### src/hw/rtl/jwc_pkg.sv
// ----------------------------------------------------------------------------
// jwc_pkg
// Widths, constants and the per-jet record shared by the centroid block.
// ----------------------------------------------------------------------------
package jwc_pkg;

  localparam int MAX_MEMBERS = 256;
  localparam int LOG_MAX     = $clog2(MAX_MEMBERS);

  localparam int PT_W        = 16;
  localparam int ANG_W       = 12;
  localparam int CNT_W       = $clog2(MAX_MEMBERS + 1);
  localparam int PROD_W      = PT_W + 1 + ANG_W;
  localparam int OUT_PT_W    = 24;
  localparam int OUT_CNT_W   = 9;
  localparam int PT_SUM_W    = (PT_W + LOG_MAX > OUT_PT_W) ? PT_W + LOG_MAX : OUT_PT_W;
  localparam int ANG_SUM_W   = ANG_W + LOG_MAX;
  localparam int PROD_SUM_W  = PROD_W + LOG_MAX;

  // divider sizing: every quotient is a mean of 12-bit values
  localparam int QW          = ANG_W;
  localparam int DV_W        = PROD_SUM_W;
  localparam int DS_W        = PT_SUM_W;
  localparam int DIV_STEP_W  = $clog2(QW + 1);

  localparam logic [OUT_PT_W-1:0] PT_TOTAL_MAX = '1;

  localparam int Q_DEPTH     = 2;
  localparam int QP_W        = $clog2(Q_DEPTH);
  localparam int QC_W        = $clog2(Q_DEPTH + 1);

  typedef struct packed {
    logic        [PT_SUM_W-1:0]   pt_sum;
    logic        [CNT_W-1:0]      cnt;
    logic signed [ANG_SUM_W-1:0]  eta_sum;
    logic signed [PROD_SUM_W-1:0] pt_eta_sum;
    logic signed [ANG_SUM_W-1:0]  dphi_sum;
    logic signed [PROD_SUM_W-1:0] pt_dphi_sum;
    logic signed [ANG_W-1:0]      first_phi;
    logic                         dropped;
  } jet_rec_t;

endpackage

### src/hw/rtl/jwc_front.sv
// ----------------------------------------------------------------------------
// jwc_front
// Takes constituents, forms phi offsets and products, accumulates per jet and
// hands a finished jet record to the queue.
// ----------------------------------------------------------------------------
module jwc_front (
  input  logic                              clk,
  input  logic                              rst,
  input  logic                              item_valid,
  output logic                              item_ready,
  input  logic [jwc_pkg::PT_W-1:0]          pt,
  input  logic signed [jwc_pkg::ANG_W-1:0]  eta,
  input  logic signed [jwc_pkg::ANG_W-1:0]  phi,
  input  logic                              last,
  input  logic                              full,
  output logic                              push,
  output jwc_pkg::jet_rec_t                 rec
);

  logic                                  in_jet;
  logic signed [jwc_pkg::ANG_W-1:0]      first_phi;
  logic signed [jwc_pkg::ANG_W-1:0]      dphi;
  logic signed [jwc_pkg::PROD_W-1:0]     pe_prod;
  logic signed [jwc_pkg::PROD_W-1:0]     pd_prod;
  logic                                  take_in;

  logic                                  a_valid;
  logic                                  a_last;
  logic [jwc_pkg::PT_W-1:0]              a_pt;
  logic signed [jwc_pkg::ANG_W-1:0]      a_eta;
  logic signed [jwc_pkg::ANG_W-1:0]      a_dphi;
  logic signed [jwc_pkg::ANG_W-1:0]      a_fp;
  logic signed [jwc_pkg::PROD_W-1:0]     a_pe;
  logic signed [jwc_pkg::PROD_W-1:0]     a_pd;
  logic                                  a_fire;

  logic [jwc_pkg::PT_SUM_W-1:0]          pt_acc, pt_acc_next;
  logic [jwc_pkg::CNT_W-1:0]             count_acc, count_acc_next;
  logic signed [jwc_pkg::ANG_SUM_W-1:0]  eta_acc, eta_acc_next;
  logic signed [jwc_pkg::PROD_SUM_W-1:0] pt_eta_acc, pt_eta_acc_next;
  logic signed [jwc_pkg::ANG_SUM_W-1:0]  dphi_acc, dphi_acc_next;
  logic signed [jwc_pkg::PROD_SUM_W-1:0] pt_dphi_acc, pt_dphi_acc_next;
  logic                                  drop_flag, drop_flag_next;
  logic                                  take;

  // offset from the first constituent wraps naturally in 12 bits
  assign dphi    = in_jet ? phi - first_phi : '0;
  assign pe_prod = $signed({1'b0, pt}) * eta;
  assign pd_prod = $signed({1'b0, pt}) * dphi;

  // a last item may only leave once the queue has room for its record
  assign a_fire     = a_valid && (!a_last || !full);
  assign item_ready = !a_valid || a_fire;
  assign take_in    = item_valid && item_ready;

  always_ff @(posedge clk) begin
    if (rst) begin
      a_valid <= 1'b0;
      in_jet  <= 1'b0;
    end else if (take_in) begin
      a_valid <= 1'b1;
      in_jet  <= !last;
    end else if (a_fire) begin
      a_valid <= 1'b0;
    end
  end

  always_ff @(posedge clk) begin
    if (take_in) begin
      if (!in_jet) begin
        first_phi <= phi;
      end
      a_last <= last;
      a_pt   <= pt;
      a_eta  <= eta;
      a_dphi <= dphi;
      a_fp   <= in_jet ? first_phi : phi;
      a_pe   <= pe_prod;
      a_pd   <= pd_prod;
    end
  end

  assign take = count_acc < jwc_pkg::CNT_W'(jwc_pkg::MAX_MEMBERS);

  always_comb begin
    pt_acc_next      = pt_acc;
    count_acc_next   = count_acc;
    eta_acc_next     = eta_acc;
    pt_eta_acc_next  = pt_eta_acc;
    dphi_acc_next    = dphi_acc;
    pt_dphi_acc_next = pt_dphi_acc;
    drop_flag_next   = drop_flag;
    if (take) begin
      pt_acc_next      = pt_acc + jwc_pkg::PT_SUM_W'(a_pt);
      count_acc_next   = count_acc + 1'b1;
      eta_acc_next     = eta_acc + jwc_pkg::ANG_SUM_W'(a_eta);
      pt_eta_acc_next  = pt_eta_acc + jwc_pkg::PROD_SUM_W'(a_pe);
      dphi_acc_next    = dphi_acc + jwc_pkg::ANG_SUM_W'(a_dphi);
      pt_dphi_acc_next = pt_dphi_acc + jwc_pkg::PROD_SUM_W'(a_pd);
    end else begin
      drop_flag_next   = 1'b1;
    end
  end

  always_ff @(posedge clk) begin
    if (rst || (a_fire && a_last)) begin
      pt_acc      <= '0;
      count_acc   <= '0;
      eta_acc     <= '0;
      pt_eta_acc  <= '0;
      dphi_acc    <= '0;
      pt_dphi_acc <= '0;
      drop_flag   <= 1'b0;
    end else if (a_fire) begin
      pt_acc      <= pt_acc_next;
      count_acc   <= count_acc_next;
      eta_acc     <= eta_acc_next;
      pt_eta_acc  <= pt_eta_acc_next;
      dphi_acc    <= dphi_acc_next;
      pt_dphi_acc <= pt_dphi_acc_next;
      drop_flag   <= drop_flag_next;
    end
  end

  assign push = a_fire && a_last;

  always_comb begin
    rec.pt_sum      = pt_acc_next;
    rec.cnt         = count_acc_next;
    rec.eta_sum     = eta_acc_next;
    rec.pt_eta_sum  = pt_eta_acc_next;
    rec.dphi_sum    = dphi_acc_next;
    rec.pt_dphi_sum = pt_dphi_acc_next;
    rec.first_phi   = a_fp;
    rec.dropped     = drop_flag_next;
  end

endmodule

### src/hw/rtl/jwc_queue.sv
// ----------------------------------------------------------------------------
// jwc_queue
// Short queue of finished jet records between accumulation and division.
// ----------------------------------------------------------------------------
module jwc_queue (
  input  logic              clk,
  input  logic              rst,
  input  logic              push,
  input  jwc_pkg::jet_rec_t wr_rec,
  output logic              full,
  output logic              valid,
  input  logic              pop,
  output jwc_pkg::jet_rec_t rd_rec
);

  jwc_pkg::jet_rec_t          store [jwc_pkg::Q_DEPTH];
  logic [jwc_pkg::QP_W-1:0]   wr_ptr;
  logic [jwc_pkg::QP_W-1:0]   rd_ptr;
  logic [jwc_pkg::QC_W-1:0]   fill;
  logic                       do_push;
  logic                       do_pop;

  assign full    = fill == jwc_pkg::QC_W'(jwc_pkg::Q_DEPTH);
  assign valid   = fill != '0;
  assign do_push = push && !full;
  assign do_pop  = pop && valid;
  assign rd_rec  = store[rd_ptr];

  always_ff @(posedge clk) begin
    if (rst) begin
      wr_ptr <= '0;
      rd_ptr <= '0;
      fill   <= '0;
    end else begin
      if (do_push) begin
        wr_ptr <= (wr_ptr == jwc_pkg::QP_W'(jwc_pkg::Q_DEPTH - 1)) ? '0 : wr_ptr + 1'b1;
      end
      if (do_pop) begin
        rd_ptr <= (rd_ptr == jwc_pkg::QP_W'(jwc_pkg::Q_DEPTH - 1)) ? '0 : rd_ptr + 1'b1;
      end
      if (do_push && !do_pop) begin
        fill <= fill + 1'b1;
      end else if (do_pop && !do_push) begin
        fill <= fill - 1'b1;
      end
    end
  end

  always_ff @(posedge clk) begin
    if (do_push) begin
      store[wr_ptr] <= wr_rec;
    end
  end

endmodule

### src/hw/rtl/jwc_div.sv
// ----------------------------------------------------------------------------
// jwc_div
// Restoring divider, one quotient bit per cycle, truncating toward zero.
// The quotient magnitude is known to fit in QW bits.
// ----------------------------------------------------------------------------
module jwc_div (
  input  logic                             clk,
  input  logic                             rst,
  input  logic                             start,
  input  logic signed [jwc_pkg::DV_W-1:0]  dividend,
  input  logic [jwc_pkg::DS_W-1:0]         divisor,
  output logic                             busy,
  output logic signed [jwc_pkg::QW-1:0]    quotient
);

  logic [jwc_pkg::DIV_STEP_W-1:0] steps;
  logic                       neg;
  logic [jwc_pkg::DV_W-1:0]   mag;
  logic [jwc_pkg::DS_W-1:0]   dsr;
  logic [jwc_pkg::DS_W-1:0]   rem;
  logic [jwc_pkg::QW-1:0]     low;
  logic [jwc_pkg::QW-1:0]     q;
  logic [jwc_pkg::DS_W:0]     shifted;
  logic [jwc_pkg::DS_W:0]     diff;

  assign mag     = dividend[jwc_pkg::DV_W-1] ? jwc_pkg::DV_W'(-dividend) : dividend;
  assign shifted = {rem, low[jwc_pkg::QW-1]};
  assign diff    = shifted - {1'b0, dsr};
  assign busy    = steps != '0;

  always_ff @(posedge clk) begin
    if (rst) begin
      steps <= '0;
    end else if (start) begin
      steps <= jwc_pkg::DIV_STEP_W'(jwc_pkg::QW);
    end else if (busy) begin
      steps <= steps - 1'b1;
    end
  end

  always_ff @(posedge clk) begin
    if (start) begin
      neg <= dividend[jwc_pkg::DV_W-1];
      dsr <= divisor;
      // upper part is below the divisor since the quotient fits in QW bits
      rem <= jwc_pkg::DS_W'(mag >> jwc_pkg::QW);
      low <= mag[jwc_pkg::QW-1:0];
      q   <= '0;
    end else if (busy) begin
      low <= {low[jwc_pkg::QW-2:0], 1'b0};
      if (!diff[jwc_pkg::DS_W]) begin
        rem <= diff[jwc_pkg::DS_W-1:0];
        q   <= {q[jwc_pkg::QW-2:0], 1'b1};
      end else begin
        rem <= shifted[jwc_pkg::DS_W-1:0];
        q   <= {q[jwc_pkg::QW-2:0], 1'b0};
      end
    end
  end

  assign quotient = neg ? -$signed(q) : $signed(q);

endmodule

### src/hw/rtl/jwc_back.sv
// ----------------------------------------------------------------------------
// jwc_back
// Pops jet records, runs the four divisions side by side and holds the
// result in an output register.
// ----------------------------------------------------------------------------
module jwc_back (
  input  logic                                  clk,
  input  logic                                  rst,
  input  logic                                  valid,
  input  jwc_pkg::jet_rec_t                     rec,
  output logic                                  pop,
  output logic                                  out_valid,
  input  logic                                  out_ready,
  output logic [jwc_pkg::OUT_PT_W-1:0]          pt_total,
  output logic signed [jwc_pkg::ANG_W-1:0]      weighted_eta,
  output logic signed [jwc_pkg::ANG_W-1:0]      weighted_phi,
  output logic signed [jwc_pkg::ANG_W-1:0]      mean_eta,
  output logic signed [jwc_pkg::ANG_W-1:0]      mean_phi,
  output logic [jwc_pkg::OUT_CNT_W-1:0]         member_count,
  output logic                                  zero_pt,
  output logic                                  overflowed
);

  typedef enum logic [2:0] {
    S_IDLE = 3'b001,
    S_RUN  = 3'b010,
    S_HOLD = 3'b100
  } back_state_t;

  back_state_t                       state, state_next;
  logic                              start;
  logic                              load;
  logic                              out_free;
  logic                              busy_any;
  logic [3:0]                        busy;
  logic signed [jwc_pkg::ANG_W-1:0]  q_weta, q_wphi, q_meta, q_mphi;

  logic signed [jwc_pkg::ANG_W-1:0]  fp;
  logic [jwc_pkg::OUT_PT_W-1:0]      pt_sat;
  logic [jwc_pkg::OUT_CNT_W-1:0]     cnt;
  logic                              zero;
  logic                              drop;

  logic [jwc_pkg::DS_W-1:0]          cnt_div;

  assign cnt_div  = jwc_pkg::DS_W'(rec.cnt);
  assign busy_any = |busy;
  assign out_free = !out_valid || out_ready;
  assign start    = (state == S_IDLE) && valid;
  assign pop      = start;

  jwc_div u_div_weta (
    .clk      (clk),
    .rst      (rst),
    .start    (start),
    .dividend (rec.pt_eta_sum),
    .divisor  (rec.pt_sum),
    .busy     (busy[0]),
    .quotient (q_weta)
  );

  jwc_div u_div_wphi (
    .clk      (clk),
    .rst      (rst),
    .start    (start),
    .dividend (rec.pt_dphi_sum),
    .divisor  (rec.pt_sum),
    .busy     (busy[1]),
    .quotient (q_wphi)
  );

  jwc_div u_div_meta (
    .clk      (clk),
    .rst      (rst),
    .start    (start),
    .dividend (jwc_pkg::DV_W'(rec.eta_sum)),
    .divisor  (cnt_div),
    .busy     (busy[2]),
    .quotient (q_meta)
  );

  jwc_div u_div_mphi (
    .clk      (clk),
    .rst      (rst),
    .start    (start),
    .dividend (jwc_pkg::DV_W'(rec.dphi_sum)),
    .divisor  (cnt_div),
    .busy     (busy[3]),
    .quotient (q_mphi)
  );

  always_comb begin
    state_next = state;
    load       = 1'b0;
    case (state)
      S_IDLE: begin
        if (valid) begin
          state_next = S_RUN;
        end
      end
      S_RUN: begin
        if (!busy_any) begin
          if (out_free) begin
            load       = 1'b1;
            state_next = S_IDLE;
          end else begin
            state_next = S_HOLD;
          end
        end
      end
      S_HOLD: begin
        if (out_free) begin
          load       = 1'b1;
          state_next = S_IDLE;
        end
      end
      default: begin
        state_next = S_IDLE;
      end
    endcase
  end

  always_ff @(posedge clk) begin
    if (rst) begin
      state     <= S_IDLE;
      out_valid <= 1'b0;
    end else begin
      state <= state_next;
      if (load) begin
        out_valid <= 1'b1;
      end else if (out_ready) begin
        out_valid <= 1'b0;
      end
    end
  end

  // fields of the jet that the dividers do not need
  always_ff @(posedge clk) begin
    if (start) begin
      fp     <= rec.first_phi;
      pt_sat <= (rec.pt_sum > jwc_pkg::PT_SUM_W'(jwc_pkg::PT_TOTAL_MAX)) ?
                jwc_pkg::PT_TOTAL_MAX : jwc_pkg::OUT_PT_W'(rec.pt_sum);
      cnt    <= jwc_pkg::OUT_CNT_W'(rec.cnt);
      zero   <= rec.pt_sum == '0;
      drop   <= rec.dropped;
    end
  end

  always_ff @(posedge clk) begin
    if (load) begin
      pt_total     <= pt_sat;
      weighted_eta <= zero ? '0 : q_weta;
      weighted_phi <= zero ? '0 : fp + q_wphi;
      mean_eta     <= q_meta;
      mean_phi     <= fp + q_mphi;
      member_count <= cnt;
      zero_pt      <= zero;
      overflowed   <= drop;
    end
  end

endmodule

### src/hw/rtl/jet_weighted_centroid.sv
// path: input stage register, record queue, dividers, output register
// throughput: one constituent per cycle, one jet at a time in the dividers, and
// a two-deep record queue absorbs short jets before input stalls on a last item
// reset: synchronous rst clears accumulators, queue and output valid register
// ----------------------------------------------------------------------------
// jet_weighted_centroid
// pt-weighted and plain eta/phi centroid of each jet from a constituent stream.
// ----------------------------------------------------------------------------
module jet_weighted_centroid (
  input  logic        clk,
  input  logic        rst,
  input  logic        s_tvalid,
  output logic        s_tready,
  input  logic [39:0] s_tdata,   // pt[15:0], eta[27:16], phi[39:28]
  input  logic        s_tlast,   // last
  output logic        m_tvalid,
  input  logic        m_tready,
  output logic [87:0] m_tdata,   // pt_total[23:0], weighted_eta[35:24],
                                 // weighted_phi[47:36], mean_eta[59:48],
                                 // mean_phi[71:60], member_count[80:72], zero
  output logic [1:0]  m_tuser    // zero_pt[0], overflowed[1]
);

  jwc_pkg::jet_rec_t                 wr_rec;
  jwc_pkg::jet_rec_t                 rd_rec;
  logic                              q_push;
  logic                              q_full;
  logic                              q_valid;
  logic                              q_pop;

  logic [jwc_pkg::OUT_PT_W-1:0]      pt_total;
  logic signed [jwc_pkg::ANG_W-1:0]  weighted_eta;
  logic signed [jwc_pkg::ANG_W-1:0]  weighted_phi;
  logic signed [jwc_pkg::ANG_W-1:0]  mean_eta;
  logic signed [jwc_pkg::ANG_W-1:0]  mean_phi;
  logic [jwc_pkg::OUT_CNT_W-1:0]     member_count;
  logic                              zero_pt;
  logic                              overflowed;

  jwc_front u_front (
    .clk        (clk),
    .rst        (rst),
    .item_valid (s_tvalid),
    .item_ready (s_tready),
    .pt         (s_tdata[15:0]),
    .eta        ($signed(s_tdata[27:16])),
    .phi        ($signed(s_tdata[39:28])),
    .last       (s_tlast),
    .full       (q_full),
    .push       (q_push),
    .rec        (wr_rec)
  );

  jwc_queue u_queue (
    .clk    (clk),
    .rst    (rst),
    .push   (q_push),
    .wr_rec (wr_rec),
    .full   (q_full),
    .valid  (q_valid),
    .pop    (q_pop),
    .rd_rec (rd_rec)
  );

  jwc_back u_back (
    .clk          (clk),
    .rst          (rst),
    .valid        (q_valid),
    .rec          (rd_rec),
    .pop          (q_pop),
    .out_valid    (m_tvalid),
    .out_ready    (m_tready),
    .pt_total     (pt_total),
    .weighted_eta (weighted_eta),
    .weighted_phi (weighted_phi),
    .mean_eta     (mean_eta),
    .mean_phi     (mean_phi),
    .member_count (member_count),
    .zero_pt      (zero_pt),
    .overflowed   (overflowed)
  );

  assign m_tdata = {7'd0, member_count, mean_phi, mean_eta,
                    weighted_phi, weighted_eta, pt_total};
  assign m_tuser = {overflowed, zero_pt};

  // a record is never pushed into a full queue
  a_no_push_full: assert property (@(posedge clk) disable iff (rst)
    q_push |-> !q_full)
    else $error("jet record pushed into full queue");

  // a zero pt sum leaves the weighted fields at zero
  a_zero_weighted: assert property (@(posedge clk) disable iff (rst)
    (m_tvalid && m_tuser[0]) |-> (m_tdata[47:24] == 24'd0))
    else $error("weighted fields non-zero with zero pt sum");

  // dropping only happens once the jet is full
  a_drop_full: assert property (@(posedge clk) disable iff (rst)
    (m_tvalid && m_tuser[1]) |->
      (m_tdata[80:72] == jwc_pkg::OUT_CNT_W'(jwc_pkg::MAX_MEMBERS)))
    else $error("overflow flagged below the member limit");

  // the queue is only popped when it holds a record
  a_pop_valid: assert property (@(posedge clk) disable iff (rst)
    q_pop |-> q_valid)
    else $error("queue popped while empty");

endmodule
### config.mk
export PLATFORM = sky130hd
export DESIGN_NAME = jet_weighted_centroid
export DESIGN_NICKNAME = d
export VERILOG_FILES = /design/src/hw/rtl/jwc_pkg.sv /design/src/hw/rtl/jwc_front.sv /design/src/hw/rtl/jwc_queue.sv /design/src/hw/rtl/jwc_div.sv /design/src/hw/rtl/jwc_back.sv /design/src/hw/rtl/jet_weighted_centroid.sv
export SDC_FILE = /design/constraint.sdc
export NUM_CORES = 2
export LEC_CHECK = 0
export ABC_AREA = 1
export ABC_CLOCK_PERIOD_IN_PS = 7700
export BUFFER_PORTS_ARGS = -buffer_cell sky130_fd_sc_hd__clkbuf_2
export CAP_MARGIN = 20
export CORE_AREA = 2 2 365 367
export CTS_CLUSTER_SIZE = 30
export DETAILED_ROUTE_END_ITERATION = 6
export DIE_AREA = 0 0 367 369
export PLACE_DENSITY = 0.89
export SLEW_MARGIN = 10
export SYNTH_ARGS = -nofsm -noshare
export SYNTH_HDL_FRONTEND = slang
export SYNTH_HIERARCHICAL = 1
export SYNTH_SLANG_ARGS = --single-unit
export TNS_END_PERCENT = 20
### constraint.sdc
create_clock -name clk -period 7.7 [get_ports clk]
set_input_delay 0.385 -clock clk [delete_from_list [all_inputs] [get_ports clk]]
set_output_delay 0.385 -clock clk [all_outputs]
set_load 0.005 [all_outputs]
Word-level counts from Yosys, hierarchy flattened
Memories as Yosys holds them, arrays and structs flattened. A register that Yosys moved wholly into a read port is not among the register bits.
Cells that the tools add are included.
W data, S select, Z words.

word-level totals
  register bits after elaboration = 635
  latch bits = 0
  memory bits (writable) = 320
  memory bits (read-only) = 0
  input port bits = 45
  output and inout bits = 92
  logic and storage cells = 205
  memories kept = 1

cells by class
  add/subtract/negate cells = 29
  multiply operators = 2
  div/mod/pow operators = 0
  $lt $le $gt $ge = 2
  eq/ne operators = 7
  shift-type cells = 0
  mux-type cells = 68
  bitwise operators = 1
  reduce and logical (&&, ||, !) cells = 36

memories
  name           words  width  rd ports  clocked after memory_dff  write ports  line             RTL
  u_queue.store  2      160    1         1                         1            jwc_queue.sv:16  jwc_pkg::jet_rec_t store [jwc_pkg::Q_DEPTH];

operator list
  cell                    count
  $mux W24                13
  $mux W12                13
  $mux W36                4
  $add A37 B29 Y37        2
  $mux W37                2
  $neg A20 Y36            2
  $neg A36 Y36            2
  $mul A17 B12 Y29        2
  $sub A25 B24 Y25        2
  $sub A25 B9 Y25         2
  $neg A12 Y12            4
  $add A20 B12 Y20        2
  $mux W20                2
  $mux W4                 8
  $add A12 B12 Y12        2
  $add A24 B16 Y24        1
  $gt A24 B24 Y1 const B  1
  $logic_not A24 Y1       1
  $mux W1                 17
  $reduce_bool A2 Y1      8
  $reduce_bool A4 Y1      4
  $sub A4 B1 Y4 const B   4
  $mux W3                 4
  $sub A12 B12 Y12        1
  23 further kinds        42

Logic depth before layout (Yosys ltp)
  depth after elaboration = 10
  depth in mapped cells = 34
  depth with buffers taken out = 34

Hierarchy
The synthesis kept the hierarchy.

by module, submodules not included
  module                            times used  cells an instance  area each (sq um)  seq. area each (sq um)
  jwc_front                         1           4,763              32,814.0           6,336.1
  jwc_div at u_back.u_div_mphi ...  3           978                6,555.0            2,152.1
  jwc_queue                         1           535                12,191.7           9,709.3
  jwc_div at u_back.u_div_meta      1           988                6,602.6            2,152.1
  jwc_back                          1           458                5,597.9            3,983.8
  jet_weighted_centroid             1           10                 71.3               0.0

Worst setup path after synthesis
No wires, ideal clock.

  path type = flip-flop to flip-flop
  start point = reg u_queue/fill[1] in the netlist's numbering
  end point = mem u_queue/store[0][0] in the netlist's numbering (enable)
  setup time = 0.683 ns
  arrival = 7.604 ns
  required time = 7.017 ns
  slack = -0.586 ns
  cell stages (with the launch flop) = 10
  buffers on the path = 0
  period minus slack after synthesis = 8.286 ns
  path through = dfxtp_1 -> inv_1 -> nor2_1 -> nand2_1 -> nand2_2 -> inv_2 -> nand2_1 -> inv_1 -> o21ai_0 -> nor2_1

on the way
  longest elaborated chain between the ends = 8

ends and longest elaborated chain
  item                           line                         RTL
  start, declared                jwc_queue.sv:19              logic [jwc_pkg::QC_W-1:0] fill;
  start signal, assigned         jwc_queue.sv:42              fill <= fill + 1'b1;
  start signal, assigned         jwc_queue.sv:44              fill <= fill - 1'b1;
  $eq A2 B2 Y1                   jwc_queue.sv:23              assign full = fill == jwc_pkg::QC_W'(jwc_pkg::Q_DEPTH);
  named net q_full               jet_weighted_centroid.sv:27  logic q_full;
  $logic_not A1 Y1               jwc_front.sv:52              assign a_fire = a_valid && (!a_last || !full);
  $logic_or A1 B1 Y1             jwc_front.sv:52
  $logic_and A1 B1 Y1            jwc_front.sv:52
  $logic_and A1 B1 Y1            jwc_front.sv:125             assign push = a_fire && a_last;
  named net q_push               jet_weighted_centroid.sv:26  logic q_push;
  $logic_and A1 B1 Y1            jwc_queue.sv:25              assign do_push = push && !full;
  $mux W1                        jwc_queue.sv:50              if (do_push) begin
  $mux W1 (implied by the code)  jwc_queue.sv:51              store[wr_ptr] <= wr_rec;
  end, declared                  jwc_queue.sv:16

The timed path passes the listed nets, and every way through them passes these cells.

==> reports/metrics.cfg <==
[critical_path]
crit_buf_inv = 5
required_ps = 8180
max_stage_delay_ps = 570
crit_path_top_delay_cell = fa_1
critPathTopFamily = adder cells
crit_path_max_fanout = 9
arrival_ps = 7360
cp-end-kind = flip-flop
crit_type = reg2reg
start_kind = flip-flop

[grt]
grt_pass1_wl_um = 326000
grt_usage = 0.300
grt_antenna_before_repair = 10
grt_max_degree = 130
grt_pass1_vias = 61900
grt-ovfl-total = 0

[timing]
worst_slack_ps = 819
hold_ws_ps = 101
rsz0062_at_grt = false
worst_pin_slew_ps = 1160
finalHoldViolCount = 0
min_period_over_period = 0.894
relSlewSlack = 0.229
fin_crit_ps = 6880
clock.fmax_mhz = 145
setup_viol_count_final = 0
finalMaxSlewViolations = 0
fin_worst_skew_ps = 38.5

[detailed_routing]
drt_wl_total_um = 208000
ant_nets = 0
via_per_inst = 5.60
drtIter0Drc = 7014
dr_wl_met3_um = 18600
route.met2.wl_um = 95800
drc_errors = 0
wl_per_cell_um = 17.9
first_pass_iters = 6
vias = 64800
wl_met1_um = 85100
dr.max_layer_used = met5

[logic_synthesis]
synth_area_sq_um = 76900
synth_fa_ha_area_frac = 0.148
synthMuxAreaShare = 0.0283
synthSimpleGateAreaFrac = 0.257
syn_inst = 9688
ys_ff_latch = 1028
synth_xor_area_frac = 0.0260
synth_seq_area_share = 0.372
synth_ff_type = edfxtp_1
ys_warn_count = 6
syn_area_per_cell_sq_um = 7.94
synth_compound_area_frac = 0.0636
synth_edf_count = 805
yosysTopAreaCell = edfxtp_1
ys_types = 67
synthArstFlopShare = 0
ys_top_cells_by_area = edfxtp_1 (31%), nand2_1 (13%), inv_1 (8.6%), fa_1 (7.6%), ha_1 (7.2%)
synth_top_family_by_area = simple AND/OR/NAND/NOR gates
synth_top_area_frac = 0.314

[clock_network]
postCtsSetupBuffers = 0
cts_buffers = 104
cts_tree = built
cts_resized = 0
cts_buffer_depth = 3
clock-root-buffer = clkbuf_16
clock-sinks = 1028
clk_pin_slew_ps = 70
h-tree-depth = 3
cts-hold-fix-buffers = 13
worstSkewPairLatency_ps = 740

[floorplanning]
die_x_um = 367
die_area_sq_um = 135000
start_util = 0.587
num_rows = 133
die_y_um = 369
pin_count = 137
coreArea_sq_um = 131000

[worst_hold_path]
hold_path.class = in2reg

[flow_run]
cap_violations = 0

[place]
dp_hpwl_um = 153000
place_ws_ps = 815
portBuffers = 129
gp_congestion = 0.966

[power_and_ir_drop]
peakVddDrop_uv = 248
p_per_area_nw_per_um2 = 347
leakage_nw = 40.5

[final_layout]
nets = 10500
drive_gt1_frac = 0.0795
syn_to_final_growth_pct = 7.29

[outcome]
outcome = finished clean

==> synth_stat cells, types with 7 or more instances <==
library cell  count
inv_2            16
or2_2            20
nand2_2         116
a21oi_2           8
o21ai_0         319
nand3b_1         48
a21oi_1         362
o22ai_1          54
mux2_2           60
ha_1            441
o211ai_1         19
nand2_4           7
clkbuf_1        164
xnor2_1          74
nand3_1         696
o21bai_1         24
nand2_1        2569
buf_1            17
or2_1            17
nor2_4           10
a21o_1            8
nor4_1           21
and2_1           12
nor2_2            9
buf_6            20
nor2_1          834
xor2_1          154
o21a_1           10
nand3_2          59
dfxtp_1         223
edfxtp_1        805
buf_2            50
o21ai_2          12
fa_1            294
inv_1          1770
nand4_1          81
nor3_1           64
buf_4            17
mux2_4          100
o21ai_1          32
==> logic make-up (layout without fill, tap and decap cells) <==
family | count (synthesis) | in the layout
compound gates | 888 | 888
xor+xnor | 228 | 228
fa+ha+maj | 735 | 735
buf+inv | 2059 | 2157
flops | 1028 | 1028
mux | 160 | 160
other cells | 2 | 42
simple gates | 4588 | 4588
==> tightest hold or removal path: cells and delay by family <==
family / cells / cell delay (ps)
AOI/OAI and AO/OA: 1 / 190
buffers and inverters: 2 / 110
and+or+nand+nor: 1 / 110
==> power by group <==
part	total (W)	leakage (nW)	internal [W]	switching [W]
logic	0.0149	29.4	0.00500	0.00995
registers	0.00847	9.41	0.00782	0.000653
clock network	0.00522	1.71	0.00293	0.00229
==> stage by stage <==
| stage | TNS (ps) | cells | area, sq um | total power [W] | util |
|---|---|---|---|---|---|
| 4_1_cts | 0 | 11600 | 82500 | 0.0284 | 0.629 |
| 2_1_floorplan | -187610 | 9723 | 77100 | 0.0195 | - |
| 3_3_place_gp | 0 | 11400 | 78900 | 0.0225 | 0.601 |
| 3_5_place_dp | 0 | 11400 | 78900 | 0.0230 | 0.601 |
| 6_report | 0 | 11600 | 82500 | 0.0286 | 0.630 |
| 5_1_grt | 0 | 11600 | 82500 | 0.0306 | 0.629 |
==> final timing paths <==
path,startpoint,to,slack [ps],cells past startpoint
setup reg to reg,u_front/a_fp[0],u_front/a_pd[27],820,28
hold / removal,m_tready,u_back/out_valid,100,4
hold reg to reg,u_back/pt_sat[4],u_back/pt_total[4],410,0
setup / recovery,u_front/a_fp[0],u_front/a_pd[27],820,28
==> layout make-up <==
cell class	instances	area, sq um
diodes	5	12.5
clock buffers	139	2880
clock inverters	57	622
fillers	10900	48600
inverters	1787	6730
multi-input cells	6636	40400
flip-flops and latches	1028	28600
well taps	1755	2200
repair buffers	174	1070
==> sequential cells by signal (all words and copies together) (netlist names), 16 cells and up, named ones only <==
signal,flops
u_queue/store,320
u_back/u_div_mphi/rem,24
u_front/a_pe,29
u_front/dphi_acc,20
u_back/u_div_meta/dsr,24
u_back/u_div_wphi/dsr,24
u_back/u_div_meta/rem,24
u_front/pt_acc,24
u_back/u_div_wphi/rem,24
u_back/u_div_weta/rem,24
u_front/pt_dphi_acc,37
u_back/u_div_mphi/dsr,24
u_front/a_pt,16
u_back/pt_total,24
u_front/pt_eta_acc,37
u_front/a_pd,29
u_back/u_div_weta/dsr,24
u_back/pt_sat,24
u_front/eta_acc,20
==> layout by cell type, fill, tap and decap left out, types with 17 or more instances in the layout <==
master / synthesis / final
nand2_1: 2569 / 2569
inv_1: 1770 / 1764
nor2_1: 834 / 831
edfxtp_1: 805 / 805
nand3_1: 696 / 696
ha_1: 441 / 441
a21oi_1: 362 / 362
o21ai_0: 319 / 319
fa_1: 294 / 294
dfxtp_1: 223 / 221
xor2_1: 154 / 154
clkbuf_2: 0 / 129
nand2_2: 116 / 114
clkbuf_16: 0 / 107
mux2_4: 100 / 100
nand4_1: 81 / 81
xnor2_1: 74 / 74
nor3_1: 64 / 63
mux2_2: 60 / 60
nand3_2: 59 / 59
o22ai_1: 54 / 54
nand3b_1: 48 / 48
conb_1: 2 / 37
o21ai_1: 32 / 32
buf_4: 17 / 28
clkbuf_1: 164 / 24
o21bai_1: 24 / 24
nor4_1: 21 / 21
or2_2: 20 / 20
o211ai_1: 19 / 19
clkinv_2: 0 / 17
inv_2: 16 / 17
or2_1: 17 / 17
==> metal layers <==
layer,vias up,GRT usage
li1,30900,-
met1,30400,0.404
met2,3076,0.491
met3,483,0.0406
met4,8,0.120
met5,-,0
Note: power is estimated with default switching activity, not from simulation.
